[src/hw/rtl/skrt_pkg.sv]
// skrt_pkg: shared types and operation codes for the sequence keyed resend table
// no dependencies

package skrt_pkg;

	localparam int SEQ_W = 16;
	localparam int HANDLE_W = 32;
	localparam int LEN_W = 16;
	localparam int OP_W = 2;

	localparam logic [OP_W-1:0] OP_WRITE = 2'd0;
	localparam logic [OP_W-1:0] OP_READ = 2'd1;
	localparam logic [OP_W-1:0] OP_CLEAR = 2'd2;

	typedef struct packed {
		logic [SEQ_W-1:0] seq;
		logic [HANDLE_W-1:0] handle;
		logic [LEN_W-1:0] length;
	} entry_t;

	typedef struct packed {
		logic wr;
		logic clr;
	} ring_cmd_t;

endpackage

[src/hw/rtl/sequence_keyed_resend_table.sv]
// sequence_keyed_resend_table: top level of the resend table
// depends on skrt_pkg, skrt_ring, skrt_scan
//
// Usage: a command beat is taken on a rising edge with start high and busy low.
// operation selects write (store sequence_number, payload_handle, payload_length
// as the newest entry, dropping the oldest when all ENTRIES slots are full),
// read (look up sequence_number, oldest match first) or clear (empty the table).
// Every command gives exactly one result beat, shown for one cycle with done
// high; found, found_handle and found_length are zero unless a read matched.
// The receiver cannot stall; results must be taken when done is high.
// Write, clear and the unused code finish at once: done follows on the
// next cycle and busy stays low, so such commands can come every cycle.
// A read walks the stored entries one per cycle through the single ring read
// port and key compare: busy stays high until every stored entry has been
// compared, or falls early on the first match; done comes on the cycle
// busy falls. A read of an empty table stores nothing and finishes like a write.
// Reset empties the table and clears busy and done; entry storage is not cleared
// and needs no sweep, since only filled slots are ever read.

module sequence_keyed_resend_table import skrt_pkg::*; #(
	parameter int ENTRIES = 8
) (
	input  logic clk,
	input  logic arst_n,
	input  logic start,
	output logic busy,
	input  logic [OP_W-1:0] operation,
	input  logic [SEQ_W-1:0] sequence_number,
	input  logic [HANDLE_W-1:0] payload_handle,
	input  logic [LEN_W-1:0] payload_length,
	output logic done,
	output logic found,
	output logic [HANDLE_W-1:0] found_handle,
	output logic [LEN_W-1:0] found_length
);

	localparam int IDX_W = $clog2(ENTRIES);
	localparam int CNT_W = $clog2(ENTRIES + 1);

	ring_cmd_t cmd;
	entry_t wr_entry;
	entry_t rd_data;
	logic rd_en;
	logic [IDX_W-1:0] rd_addr;
	logic [IDX_W-1:0] head;
	logic [CNT_W-1:0] count;

	skrt_ring #(
		.ENTRIES(ENTRIES)
	) u_ring (
		.clk(clk),
		.arst_n(arst_n),
		.cmd(cmd),
		.wr_entry(wr_entry),
		.rd_en(rd_en),
		.rd_addr(rd_addr),
		.rd_data(rd_data),
		.head(head),
		.count(count)
	);

	skrt_scan #(
		.ENTRIES(ENTRIES)
	) u_scan (
		.clk(clk),
		.arst_n(arst_n),
		.start(start),
		.busy(busy),
		.operation(operation),
		.sequence_number(sequence_number),
		.payload_handle(payload_handle),
		.payload_length(payload_length),
		.cmd(cmd),
		.wr_entry(wr_entry),
		.rd_en(rd_en),
		.rd_addr(rd_addr),
		.rd_data(rd_data),
		.head(head),
		.count(count),
		.done(done),
		.found(found),
		.found_handle(found_handle),
		.found_length(found_length)
	);

endmodule

[src/hw/rtl/skrt_ring.sv]
// skrt_ring: entry storage kept as a ring with head pointer and fill count
// depends on skrt_pkg

module skrt_ring import skrt_pkg::*; #(
	parameter int ENTRIES = 8
) (
	input  logic clk,
	input  logic arst_n,
	input  ring_cmd_t cmd,
	input  entry_t wr_entry,
	input  logic rd_en,
	input  logic [$clog2(ENTRIES)-1:0] rd_addr,
	output entry_t rd_data,
	output logic [$clog2(ENTRIES)-1:0] head,
	output logic [$clog2(ENTRIES+1)-1:0] count
);

	localparam int IDX_W = $clog2(ENTRIES);
	localparam int CNT_W = $clog2(ENTRIES + 1);

	entry_t mem [ENTRIES];
	entry_t rd_data_q;
	logic [IDX_W-1:0] head_q;
	logic [CNT_W-1:0] count_q;
	logic full;
	logic [CNT_W:0] tail_sum;
	logic [IDX_W-1:0] tail_idx;
	logic [IDX_W-1:0] head_next;
	logic [IDX_W-1:0] wr_addr;

	assign full = (count_q == CNT_W'(ENTRIES));

	// first free slot, wrapped around the ring
	always_comb begin
		tail_sum = (CNT_W+1)'(head_q) + (CNT_W+1)'(count_q);
		if (tail_sum >= (CNT_W+1)'(ENTRIES)) begin
			tail_sum = tail_sum - (CNT_W+1)'(ENTRIES);
		end
		tail_idx = tail_sum[IDX_W-1:0];
	end

	assign head_next = (head_q == IDX_W'(ENTRIES - 1)) ? '0 : head_q + 1'b1;
	// when full the oldest slot is the one overwritten
	assign wr_addr = full ? head_q : tail_idx;

	always_ff @(posedge clk or negedge arst_n) begin
		if (!arst_n) begin
			head_q <= '0;
			count_q <= '0;
		end else if (cmd.clr) begin
			count_q <= '0;
		end else if (cmd.wr) begin
			if (full) begin
				head_q <= head_next;
			end else begin
				count_q <= count_q + 1'b1;
			end
		end
	end

	always_ff @(posedge clk) begin
		if (cmd.wr) begin
			mem[wr_addr] <= wr_entry;
		end
		if (rd_en) begin
			rd_data_q <= mem[rd_addr];
		end
	end

	assign rd_data = rd_data_q;
	assign head = head_q;
	assign count = count_q;

endmodule

[src/hw/rtl/skrt_scan.sv]
// skrt_scan: command sequencer and key compare unit that walks the ring on a read
// depends on skrt_pkg

module skrt_scan import skrt_pkg::*; #(
	parameter int ENTRIES = 8
) (
	input  logic clk,
	input  logic arst_n,
	input  logic start,
	output logic busy,
	input  logic [OP_W-1:0] operation,
	input  logic [SEQ_W-1:0] sequence_number,
	input  logic [HANDLE_W-1:0] payload_handle,
	input  logic [LEN_W-1:0] payload_length,
	output ring_cmd_t cmd,
	output entry_t wr_entry,
	output logic rd_en,
	output logic [$clog2(ENTRIES)-1:0] rd_addr,
	input  entry_t rd_data,
	input  logic [$clog2(ENTRIES)-1:0] head,
	input  logic [$clog2(ENTRIES+1)-1:0] count,
	output logic done,
	output logic found,
	output logic [HANDLE_W-1:0] found_handle,
	output logic [LEN_W-1:0] found_length
);

	localparam int IDX_W = $clog2(ENTRIES);
	localparam int CNT_W = $clog2(ENTRIES + 1);

	localparam logic ST_IDLE = 1'b0;
	localparam logic ST_SCAN = 1'b1;

	logic state_q;
	logic [SEQ_W-1:0] key_q;
	logic [IDX_W-1:0] ptr_q;
	logic [CNT_W-1:0] left_q;
	logic pend_s1;
	logic last_s1;
	logic done_q;
	logic found_q;
	logic [HANDLE_W-1:0] handle_q;
	logic [LEN_W-1:0] length_q;
	logic accept;
	logic issue;
	logic hit;

	assign busy = (state_q == ST_SCAN);
	assign accept = start && !busy;
	assign issue = busy && (left_q != '0);
	assign hit = pend_s1 && (rd_data.seq == key_q);

	assign cmd.wr = accept && (operation == OP_WRITE);
	assign cmd.clr = accept && (operation == OP_CLEAR);
	assign wr_entry.seq = sequence_number;
	assign wr_entry.handle = payload_handle;
	assign wr_entry.length = payload_length;

	assign rd_en = issue;
	assign rd_addr = ptr_q;

	always_ff @(posedge clk or negedge arst_n) begin
		if (!arst_n) begin
			state_q <= ST_IDLE;
			left_q <= '0;
			pend_s1 <= 1'b0;
			last_s1 <= 1'b0;
			done_q <= 1'b0;
		end else begin
			done_q <= 1'b0;
			case (state_q)
				ST_IDLE: begin
					pend_s1 <= 1'b0;
					if (accept) begin
						// a read of an empty table finishes at once
						if (operation == OP_READ && count != '0) begin
							state_q <= ST_SCAN;
							left_q <= count;
						end else begin
							done_q <= 1'b1;
						end
					end
				end
				ST_SCAN: begin
					if (issue) begin
						left_q <= left_q - 1'b1;
					end
					pend_s1 <= issue;
					last_s1 <= (left_q == CNT_W'(1));
					if (hit || (pend_s1 && last_s1)) begin
						state_q <= ST_IDLE;
						pend_s1 <= 1'b0;
						done_q <= 1'b1;
					end
				end
				default: begin
					state_q <= ST_IDLE;
				end
			endcase
		end
	end

	always_ff @(posedge clk) begin
		if (accept) begin
			key_q <= sequence_number;
			ptr_q <= head;
			found_q <= 1'b0;
			handle_q <= '0;
			length_q <= '0;
		end else if (busy) begin
			if (issue) begin
				ptr_q <= (ptr_q == IDX_W'(ENTRIES - 1)) ? '0 : ptr_q + 1'b1;
			end
			// oldest match wins: scan runs from head toward newest
			if (hit) begin
				found_q <= 1'b1;
				handle_q <= rd_data.handle;
				length_q <= rd_data.length;
			end
		end
	end

	assign done = done_q;
	assign found = found_q;
	assign found_handle = handle_q;
	assign found_length = length_q;

endmodule
[config.mk]
export PLATFORM = sky130hd
export DESIGN_NAME = sequence_keyed_resend_table
export DESIGN_NICKNAME = d
export VERILOG_FILES = /design/src/hw/rtl/skrt_pkg.sv /design/src/hw/rtl/sequence_keyed_resend_table.sv /design/src/hw/rtl/skrt_ring.sv /design/src/hw/rtl/skrt_scan.sv
export SDC_FILE = /design/constraint.sdc
export NUM_CORES = 1
export LEC_CHECK = 0
export BUFFER_PORTS_ARGS = -buffer_cell sky130_fd_sc_hd__buf_2
export CORE_UTILIZATION = 60
export CTS_BUF_LIST = sky130_fd_sc_hd__clkbuf_8
export CTS_CLUSTER_DIAMETER = 100
export DETAILED_ROUTE_END_ITERATION = 12
export PLACE_DENSITY = 0.83
export SYNTH_ARGS = -nofsm -noshare
export SYNTH_HDL_FRONTEND = slang
export SYNTH_SLANG_ARGS = --single-unit
[constraint.sdc]
create_clock -name clk -period 11.05 [get_ports clk]
set_input_delay 1.6575 -clock clk [delete_from_list [all_inputs] [get_ports clk]]
set_output_delay 1.6575 -clock clk [all_outputs]
set_load 0.01 [all_outputs]
* Yosys cells after proc, flatten, opt, wreduce, memory -nomap -nowiden
Memories as Yosys holds them, arrays and structs flattened. A register that Yosys moved wholly into a read port is not among the register bits.
Cells that the tools add are included.
** Storage, ports and cells
- Flip-flop bits (word level) :: 83
- Memory bits (writable) :: 512
- Input port bits :: 69
- Output and inout port bits :: 51
- Logic and storage cells :: 79
- Memories kept :: 1
** Memory list
- u_ring.mem :: depth 8, bits a word 64, rd ports 1, clocked after Yosys merged registers in 1, wr ports 1, line skrt_ring.sv:21 : entry_t mem [ENTRIES];
** Cells by class
- $add $sub $neg :: 6
- $lt $le $gt $ge :: 1
- Equal/unequal tests :: 11
- Mux-type cells :: 26
- Bitwise logic cells :: 2
- Reduce and logical (&&, ||, !) cells :: 20
** Operators by type and width (count)
- 4-bit two-way mux :: 6
- 3-bit two-way mux :: 7
- 16-bit == test :: 1
- 1-bit two-way mux :: 9
- 4-bit one-hot mux with 2 select lines :: 1
- 4-bit nonzero test :: 2
- 1-bit logical AND :: 7
- 3-bit by 1-bit adder with 3-bit output (second input constant) :: 2
- 3-bit == test (second input constant) :: 2
- 1-bit one-hot mux with 2 select lines :: 3
- 2-bit AND reduction :: 3
- 3-bit AND reduction :: 2
- 2-bit nonzero test :: 3
- 3-bit by 4-bit adder with 5-bit output :: 1
- 5-bit by 4-bit >= comparator with 1-bit output (second input constant) :: 1
- 4-bit by 1-bit adder with 4-bit output (second input constant) :: 1
- 4-bit by 1-bit == test with 1-bit output (second input constant) :: 1
- 4-bit == test (second input constant) :: 1
- 2-bit by 1-bit != test with 1-bit output (second input constant) :: 2
- 2-bit != test (second input constant) :: 2
- 4-bit by 1-bit subtractor with 4-bit output (second input constant) :: 1
- 3-bit by 1-bit subtractor with 3-bit output (second input constant) :: 1
- 2-bit by 1-bit == test with 1-bit output (second input constant) :: 1
- 2-bit == test (second input constant) :: 1
- 4 further kinds :: 5

* Longest topological paths before layout
Gate-level depths: netlist of run 1.
- Depth in word-level cells :: 5
- Mapped depth :: 8
- Mapped depth without buffers :: 7

* Cells and area by module
Synthesis of run 1 repeated with hierarchy kept, for this count alone.
** Second synthesis, totals
- Cell total of the unflattened synthesis :: 1233
- Area, all modules :: 25299.3 µm²
** By module, submodules not included
- skrt_ring :: instances 1, cells each 860, area each 21665.8 µm², seq. area each 17471.8 µm²
- skrt_scan :: instances 1, cells each 373, area each 3633.5 µm², seq. area each 1751.7 µm²

* Worst setup path after synthesis of run 1
OpenSTA, ideal clock, no wires.
- Path kind :: input to register
- Start :: input start
- End :: memory u_ring.mem[0][0] (netlist bit), enable pin
- Library setup time :: 0.487 ns
- Arrival time :: 5.187 ns
- Data required time :: 10.563 ns
- Setup slack :: 5.376 ns
- Cell stages on the path :: 5
- Path buffers :: 1
- Cell sequence :: nand2b_1 > clkbuf_1 > nor3_1 > o21ai_0 > nor2_1
** On the way
- Cells in the longest elaborated chain, start to end :: 4
** Ends and longest elaborated chain
- start, declared :: line sequence_keyed_resend_table.sv:25 : input logic start,
- 1-bit logical AND :: line skrt_scan.sv:49 : assign accept = start && !busy;
- 1-bit logical AND :: line skrt_scan.sv:53 : assign cmd.wr = accept && (operation == OP_WRITE);
- 1-bit two-way mux :: line skrt_ring.sv:62 : if (cmd.wr) begin
- 1-bit two-way mux (implied by the code) :: line skrt_ring.sv:63 : mem[wr_addr] <= wr_entry;
- end, declared :: line skrt_ring.sv:21
No other way between the ends.

* Worst setup path in the final report of run 1
- Start :: input start
- End :: memory u_ring.mem[0][59] (netlist bit), enable pin
The elaborated chain is that of the path after synthesis.

==> results.json, run 1 <==
{
  "outcome": "finished, final reports clean",
  "period_minus_slack_ns": 4.53,
  "area_growth_pct": 12.5,
  "hold_viol_final": 0,
  "wl_per_cell_um": 22.7,
  "peakVddDrop_uv": 248,
  "cts_tree": "built",
  "grt_max_degree": 130,
  "power_leakage_nw": 9.94,
  "fillCellCount": 2426,
  "final_max_slew_viol_count": 0,
  "hpwl_um": 23500,
  "drive_above_1_share_pct": 32.1,
  "grt_pass1_vias": 12100,
  "fin_util_pct": 68.3,
  "ys_warn_count": 0,
  "antenna_found_initial": 6,
  "port_buffers": 119,
  "critPathMaxFanout": 60,
  "die-height_um": 205,
  "crit_arrival_ns": 4.78,
  "clock_latency_ns": 0.64,
  "min_from": "u_scan.found",
  "cp-end-kind": "register",
  "finalNonFillerCells": 1976,
  "postCtsSetupRepairBufs": 0,
  "grt_pass1_wl_um": 68500,
  "ys_types": 40,
  "vias_per_cell": 5.83,
  "rsz0062_at_grt": "no",
  "worst_slew_pin_slew_ns": 1.15,
  "async_flop_share_pct": 2.28,
  "final_common_cell": "edfxtp_1",
  "drtPass1Iterations": 5,
  "drt_iter0_drc": 967,
  "worstPathRequired_ns": 11.30,
  "grt_overflow": 0,
  "slew_headroom_pct": 23.0,
  "cts_max_level": 3,
  "synth_seq_cells": 659,
  "cts.repair.resized": 0,
  "startpoint": "start",
  "power.density_nw_per_um2": 228,
  "rows": 74,
  "crit_type": "input port to register",
  "setup_viol": 0,
  "min_path_type": "register to register",
  "finalCritPeriodShare_pct": 41.0,
  "synth_ff_type": "edfxtp_1",
  "netlist_area_um2": 24700,
  "cap_viol_max_count": 0,
  "mostFrequentLayoutCells": "edfxtp_1 (595), mux4_2 (128), buf_2 (119)",
  "coreArea_um2": 40700,
  "die_area_um2": 42100,
  "initial_core_util_pct": 60.7,
  "ios": 120,
  "finalWirelength_um": 44900,
  "startpoint_type": "input port",
  "cp_num_buf_inv": 3,
  "timing.fmax_mhz": 221,
  "r2r_slack_ns": 6.92,
  "reg2reg_from": "u_scan.busy",
  "setup_tns_ns": 0,
  "critPathMaxStageDelay_ns": 0.74,
  "grtUsageTotal_pct": 22.1,
  "syn_inst": 1177,
  "cts_hold_buffers": 0,
  "cp_common_cell": "buf_4",
  "die_w_um": 205,
  "syn-mean-instance-area_um2": 21.0,
  "cts_root_buf": "clkbuf_8",
  "yosysSeqAreaShare_pct": 77.7,
  "worst_hold_slack_ns": 0.449,
  "fin_skew_ns": 0.0276,
  "final_cell_area_um2": 27800,
  "path_clk_slew_ns": 0.06,
  "gp_congestion": 0.728,
  "synth_edf_count": 595,
  "synth_nets": 1256,
  "ant_nets": 0,
  "cts_sinks": 659,
  "num-nets-final": 1438,
  "cp_cell_sequence": "buf_2 -> nand2b_2 -> buf_4 -> nor3_1 -> o21ai_0 -> nor2_4 -> buf_4",
  "slowest_stage": "buf_4",
  "drc": 0,
  "vias": 11500,
  "clockBufferDepth": 3,
  "numCtsBuffers": 98,
  "critPathTopFamily": "simple AND/OR/NAND/NOR gates",
  "placed_area_um2": 26000,
  "dp_cells": 1791
}
worst register-to-register path, delay by kind of cell, from the launching register on:
kind | cells | cell delay (ns)
buf+inv | 2 | 1.08
flops | 1 | 0.52
compound gates | 1 | 0.48
simple gates | 3 | 1.64
final timing paths:
kind	endpoint	cells after the start
worst min-delay path	u_scan.found	2
max in group asynchronous	u_ring.count[1]	1
worst max-delay path	u_ring.mem[0][59]	7
min in group asynchronous	u_scan.left_q[2]	1
worst max register to register	u_ring.mem[0][59]	6
worst min register to register	u_scan.found	2
power by group:
| part | switching, mW | internal [mW] |
|---|---|---|
| clock network | 0.875 | 0.949 |
| registers | 0.0819 | 3.03 |
| logic | 0.720 | 0.688 |
| total | 1.68 | 4.67 |
Yosys cell counts, drive strengths merged (9+ instances only):
cell | count | area [um2]
inv | 63 | 236
xnor2 | 9 | 78.8
buf | 26 | 134
mux4 | 128 | 2880
ha | 9 | 113
mux2 | 66 | 743
o21ai | 13 | 65.1
nand2 | 70 | 263
dfxtp | 49 | 981
edfxtp | 595 | 17900
nor2 | 11 | 41.3
mux2i | 50 | 500
dfrtp | 15 | 375
clkbuf | 24 | 90.1
kinds of logic (layout without fill, tap and decap cells):
logic type | count (synthesis) | after routing | share of synthesized area, %
AOI/OAI and AO/OA | 29 | 29 | 0.774
xor gates and xnor gates | 17 | 17 | 0.602
adders and majority gates | 10 | 10 | 0.536
buffers and inverters | 113 | 377 | 1.86
DFF | 659 | 659 | 77.7
muxes | 244 | 244 | 16.7
other | 0 | 3 | 0
and+or+nand+nor | 105 | 105 | 1.85
stage by stage:
step / worst slack (ns) / power, mW
floorplan: 5.38 / 4.23
global placement: 6.07 / 4.55
detailed placement: 5.87 / 4.60
CTS: 6.55 / 6.40
global route: 6.37 / 6.62
finish: 6.52 / 6.34
registers in the layout (all words and copies together), names as in the netlist:
signal and count:
u_ring.count 4, u_ring.head 3, u_ring.mem 512, u_ring.rd_data 64
u_scan.busy 1, u_scan.done 1, u_scan.found 1, u_scan.found_handle 32
u_scan.found_length 16, u_scan.key_q 16, u_scan.last_s1 1, u_scan.left_q 4
u_scan.pend_s1 1, u_scan.rd_addr 3
cell type report:
class	count	area, um2	area share, %
clock inverter	73	348	1.25
clock buffer	109	1500	5.39
inverter	63	238	0.854
timing repair buffer	132	718	2.58
antenna	3	7.51	0.0270
tap	532	666	2.39
multi-input combinational	405	5130	18.4
sequential	659	19200	69.1
routing by layer:
metal | vias to the layer above | share of wire [%] | GRT usage [%]
met2 | 386 | 51 | 36.8
met5 | - | 0.14 | 0
met3 | 77 | 5.7 | 4.47
met1 | 5974 | 41 | 29.1
li1 | 5069 | - | -
met4 | 8 | 1.9 | 8.41
(Power assumes the default switching activity.)
==> run 2, diff against run 1 <==
ABC_AREA = 1   (was not set)
CORE_UTILIZATION = 57   (was 60)
clock period = 4.1 ns   (was 11.05 ns; I/O delays follow)
==> run 2 against run 1 <==
  * Register-to-register slack worse by 5.9 ns
  * Sequential cell count stayed put
  * Sequential power is 130% higher
  * Routed wire length is 27% higher
  * Global-route usage is 2.5 points higher
  * Utilization is 3.2 points lower
  * Power is 97% higher
  * Cell count is 46% higher
  * Hold slack worse by 0.26 ns
  * Cell area is 3.7% higher
  * Critical path type is now register to register
  * Critical endpoint is now u_ring.mem[4][59]
==> results.json, run 2 <==
{
  "cts_sinks": 659,
  "grt_pass1_wl_um": 88000,
  "fin_util_pct": 65.1,
  "r2r_slack_ns": 1.06,
  "worst_slew_pin_slew_ns": 1.16,
  "grt_pass1_vias": 16700,
  "largest_reg_flops": 512,
  "drive_above_1_share_pct": 12.8,
  "gp_congestion": 0.838,
  "cts_root_buf": "clkbuf_8",
  "p_sw_share_pct": 20.5,
  "initial_core_util_pct": 58.0,
  "seqPwrFrac_pct": 58.3,
  "synth_top_area_share_pct": 69.6,
  "cts_tree": "built",
  "setup_viol": 0,
  "clockBufferDepth": 3,
  "path_depth": 9,
  "period_minus_slack_ns": 3.04,
  "ys_types": 29,
  "drtPass1Iterations": 5,
  "clock_latency_ns": 0.70,
  "cp_num_buf_inv": 2,
  "cts_max_level": 3,
  "synth_ff_type": "edfxtp_1",
  "ys_warn_count": 0,
  "hpwl_um": 31800,
  "synth_seq_cells": 659,
  "finalCritPeriodShare_pct": 74.1,
  "port_buffers": 119,
  "fin_skew_ns": 0.0417,
  "synth_nets": 2144,
  "slowest_stage": "nor2_4",
  "final_cell_area_um2": 28900,
  "worstPathRequired_ns": 4.45,
  "coreArea_um2": 44300,
  "hold_viol_final": 0,
  "min_path_type": "input port to register",
  "synthSimpleGateAreaFrac_pct": 13.3,
  "timing.fmax_mhz": 329,
  "critPathTopFamily": "simple AND/OR/NAND/NOR gates",
  "final_max_slew_viol_count": 0,
  "cp-end-kind": "register",
  "power.density_nw_per_um2": 434,
  "power_frac_clock_pct": 40.8,
  "fillCellCount": 3026,
  "num-nets-final": 2277,
  "critPathMaxStageDelay_ns": 0.65,
  "slew_headroom_pct": 22.3,
  "die_w_um": 214,
  "synth_edf_count": 595,
  "setup_tns_ns": 0,
  "finalNonFillerCells": 2882,
  "drc": 0,
  "crit_type": "register to register",
  "dp_cells": 2689,
  "area_growth_pct": 12.3,
  "startpoint_type": "register",
  "layout.area.seq_um2": 19200,
  "grtUsageTotal_pct": 24.7,
  "critPathMaxFanout": 26,
  "synth_top_family_by_area": "simple AND/OR/NAND/NOR gates",
  "netlist_area_um2": 25700,
  "synth_top_cell_by_area": "edfxtp_1",
  "multi_input_area_um2": 5580,
  "wl_per_cell_um": 19.7,
  "synth-compound-area-share_pct": 7.47,
  "peakVddDrop_uv": 354,
  "cap_viol_max_count": 0,
  "placed_area_um2": 26900,
  "rsz0062_at_grt": "no",
  "cp_common_cell": "xor2_1",
  "ios": 120,
  "timing.final.ws_setup_ns": 1.06,
  "vias": 16600,
  "synth_xor_area_share_pct": 0.171,
  "synth.most_common_cell": "edfxtp_1",
  "drt_iter0_drc": 1775,
  "rows": 77,
  "combPwrFrac_pct": 0.8,
  "synth.area.mux_share_pct": 0,
  "antenna_found_initial": 9,
  "mostFrequentLayoutCells": "edfxtp_1 (595), nor2_1 (446), nand2_1 (358)",
  "synth_commonest_cells": "edfxtp_1 (595), nor2_1 (455), nand2_1 (358)",
  "die_area_um2": 45900,
  "switching_power_mw": 2.56,
  "postCtsSetupRepairBufs": 0,
  "syn-mean-instance-area_um2": 12.4,
  "grt_overflow": 0,
  "numCtsBuffers": 98,
  "async_flop_share_pct": 2.28,
  "cp_cell_sequence": "ha_1 -> inv_1 -> fa_1 -> xor2_1 -> nor2_1 -> xor2_1 -> nand2_1 -> nor2_4 -> buf_12",
  "vias_per_cell": 5.76,
  "yosys.area_share.adder_pct": 0.516,
  "syn_inst": 2065,
  "ff2ff_path_depth": 9,
  "grt_max_degree": 258,
  "finalWirelength_um": 56900,
  "power_leakage_nw": 11.0,
  "min_delay_path_depth": 1,
  "die-height_um": 214,
  "ant_nets": 0,
  "intPower_mw": 9.96,
  "outcome": "finished, final reports clean",
  "crit_arrival_ns": 3.39,
  "path_clk_slew_ns": 0.06,
  "pre_cts_ws_ns": 1.10,
  "regMostFlops": "u_ring.mem",
  "yosysSeqAreaShare_pct": 74.9,
  "synthTopCellsByArea": "edfxtp_1 (70%), nor2_1 (6.7%), nand2_1 (5.2%), o32ai_1 (4.4%), dfxtp_1 (3.8%)",
  "final_common_cell": "edfxtp_1"
}
run 2: cell types whose count changed after synthesis, moves of 50 or more:
cell     delta
nor2_1    +444
o32ai_1   +128
o21ai_0   +135
nand2_1   +288
mux4_2    -128
mux2_2     -66
mux2i_1    -50
nand3_1    +57
run 2: power groups by stage:
stage	logic, mW	clock network [mW]	registers, mW
final	0.105	5.11	7.30
after global routing	0.114	5.47	7.30
after CTS	0.103	5.16	7.30
after detailed placement	0.102	0	7.44
after global placement	0.0947	0	7.44
after floorplan	0.000771	0	7.45
run 2: cell families after synthesis:
group                    Yosys count
AND/OR/NAND/NOR                  883
XOR/XNOR                           5
buffers and inverters            222
AO/OA/AOI/OAI                    286
adder cells (fa/ha/maj)           10
flip-flops                       659
run 2: repair_timing:
action                    CTS  global route
resized for setup           0             0
hold endpoints to repair   15             0
hold buffers                1             0
run 2: cell type report:
class,instances,area share [%]
inverters,103,1.37
multi-input cells,1184,19.3
repair buffers,152,3.45
flip-flops and latches,659,66.6
diodes,6,0.0520
clock buffers,101,4.82
well taps,592,2.57
clock inverters,85,1.77
run 2: metrics by stage:
stage	power [mW]	hold WS [ns]
global route	12.9	0.172
CTS	12.6	0.154
floorplan	7.45	0.319
detailed placement	7.55	0.450
finish	12.5	0.194
global placement	7.54	0.448
run 2: final timing paths:
path,startpoint,to
setup / recovery,u_ring.count[0],u_ring.mem[4][59]
max in group asynchronous,arst_n,u_scan.busy
hold / removal,payload_length[1],u_ring.mem[2][1]
min in group asynchronous,arst_n,u_scan.done
setup reg to reg,u_ring.count[0],u_ring.mem[4][59]
hold reg to reg,u_ring.rd_data[26],u_scan.found_handle[10]
run 2: layer usage:
layer  share of wire, %  up-vias  GRT usage, %
met5              0.058        -             0
met1                 39     8010          31.7
met4                3.3        6          11.9
met3                9.2      136          5.30
li1                   -     7573             -
met2                 48      864          40.2
==> run 3, diff against run 2 <==
CORE_UTILIZATION = 60   (was 57)
clock period = 3.1 ns   (was 4.1 ns; I/O delays follow)
==> run 3 against run 2 <==
  * Power is 31% higher
  * Clock power up 30%
  * Register-to-register slack got worse by 0.56 ns
  * Sequential share of layout area about the same
  * Critical path type unchanged
  * Clock-buffer cell count up 8
  * Hold slack got worse by 0.13 ns
  * Cell area barely moved
  * Clock skew is 0.0034 ns lower
  * Sequential power up 32%
  * First-iteration DRC count rose by 7.3%
  * Die area fell by 5.0%
  * Non-clock buffer count grew 4
==> results.json, run 3 (synthesized netlist as in run 2, its figures left out) <==
{
  "outcome": "finished, final reports clean",
  "grt_pass1_wl_um": 88700,
  "drt-met1-wl_um": 22400,
  "cts_tree": "built",
  "min_path_type": "input port to register",
  "crit_arrival_ns": 2.91,
  "critPathMaxStageDelay_ns": 0.45,
  "hpwl_um": 32000,
  "die-height_um": 209,
  "cts_max_level": 3,
  "final_common_cell": "edfxtp_1",
  "worstPathRequired_ns": 3.41,
  "path_clk_slew_ns": 0.07,
  "largest_reg_flops": 512,
  "power_leakage_nw": 11.1,
  "timing.final.ws_setup_ns": 0.500,
  "worst_slew_pin_slew_ns": 0.912,
  "cts_root_buf": "clkbuf_8",
  "wl_per_cell_um": 20.3,
  "final_max_slew_viol_count": 0,
  "die_area_um2": 43600,
  "fillCellCount": 2710,
  "gp_congestion": 0.834,
  "grt_overflow": 0,
  "cap_viol_max_count": 0,
  "ant_nets": 0,
  "multi_input_area_um2": 5580,
  "cp_num_buf_inv": 3,
  "slew_headroom_pct": 39.2,
  "worst_hold_slack_ns": 0.0589,
  "area_growth_pct": 12.4,
  "startpoint_type": "register",
  "num-nets-final": 2278,
  "coreArea_um2": 42000,
  "hold_viol_final": 0,
  "port_buffers": 119,
  "vias": 16600,
  "clockBufferDepth": 3,
  "rows": 75,
  "antenna_found_initial": 8,
  "cp_cell_sequence": "ha_1 -> inv_1 -> fa_1 -> xor2_1 -> nor2_1 -> xor2_1 -> inv_1 -> nand2_1 -> nor2_4 -> buf_12",
  "vias_per_cell": 5.88,
  "pre_cts_ws_ns": 0.562,
  "finalCritPeriodShare_pct": 83.9,
  "layout.area.seq_um2": 19200,
  "critPathMaxFanout": 52,
  "fin_util_pct": 68.7,
  "wl_met2_um": 27800,
  "regMostFlops": "u_ring.mem",
  "cts_sinks": 659,
  "finalWirelength_um": 57300,
  "mostFrequentLayoutCells": "edfxtp_1 (595), nor2_1 (446), nand2_1 (358)",
  "top_layer": "met5",
  "setup_viol": 0,
  "grtUsageTotal_pct": 26.5,
  "die_w_um": 209,
  "slowest_stage": "dfrtp_1",
  "routed-wl-met3_um": 5470,
  "clock_latency_ns": 0.69,
  "grt_pass1_vias": 16600,
  "numCtsBuffers": 95,
  "initial_core_util_pct": 61.1,
  "drc": 0,
  "grt_max_degree": 173,
  "critPathTopFamily": "adder cells",
  "drive_above_1_share_pct": 13.1,
  "power.density_nw_per_um2": 569,
  "crit_type": "register to register",
  "fin_skew_ns": 0.0382,
  "rsz0062_at_grt": "no",
  "peakVddDrop_uv": 427,
  "ios": 120,
  "timing.fmax_mhz": 385,
  "period_minus_slack_ns": 2.60,
  "cp-end-kind": "register",
  "drt_iter0_drc": 1905,
  "drtPass1Iterations": 6
}
run 3: final timing paths:
check                              startpoint  slack, ns                      end  depth (start not counted)
max                           u_ring.count[0]       0.50        u_ring.mem[0][61]                         10
min                        payload_handle[14]       0.06        u_ring.mem[4][30]                          1
max reg2reg                   u_ring.count[0]       0.50        u_ring.mem[0][61]                         10
min reg2reg                u_ring.rd_data[36]       0.44  u_scan.found_handle[20]                          2
max in group asynchronous              arst_n       2.59              u_scan.busy                          2
min in group asynchronous              arst_n       0.24              u_scan.done                          2
run 3: area by class of cell:
| cell class | instances | area share, % |
|---|---|---|
| Inverter | 103 | 1.36 |
| Clock buffer | 109 | 5.20 |
| Clock inverter | 67 | 1.30 |
| Tap cell | 539 | 2.34 |
| Multi-Input combinational cell | 1184 | 19.3 |
| Antenna cell | 5 | 0.0433 |
| Sequential cell | 659 | 66.6 |
| Timing Repair Buffer | 156 | 3.86 |
run 3: report_power, final:
| group | switching [mW] | internal, mW | leakage [nW] | total, mW |
|---|---|---|---|---|
| Sequential | 0 | 9.66 | 5.91 | 9.66 |
| Combinational | 0.111 | 0.0328 | 4.05 | 0.144 |
| Clock | 3.23 | 3.41 | 1.11 | 6.63 |
| Total | 3.34 | 13.1 | 11.1 | 16.4 |
run 3: repair_timing:
action	CTS	global route
hold buffers	1	0
gates resized for setup	0	0
setup endpoints to repair	0	0
hold endpoints to repair	15	0
setup buffers	0	0
run 3: worst register-to-register path: stages (launching register included):
cell	delay, ns
dfrtp_1	0.45
ha_1	0.19
inv_1	0.06
fa_1	0.38
xor2_1	0.16
nor2_1	0.07
xor2_1	0.17
inv_1	0.08
nand2_1	0.14
nor2_4	0.18
buf_12	0.34
run 3: metrics by stage:
step           setup TNS (ns)  power (mW)  cell area, um2  std cells
3_5_place_dp                0        9.98           27000       2640
5_1_grt                     0        16.9           28900       2820
2_1_floorplan         -129.84        9.85           25700       2065
3_3_place_gp                0        9.97           27000       2640
4_1_cts                     0        16.5           28900       2817
6_report                    0        16.4           28900       2822
run 3: per-layer routing:
metal	vias up	track usage, %
li1	7565	-
met1	7984	35.1
met2	895	42.7
met3	139	5.68
met4	4	11.4
met5	-	0
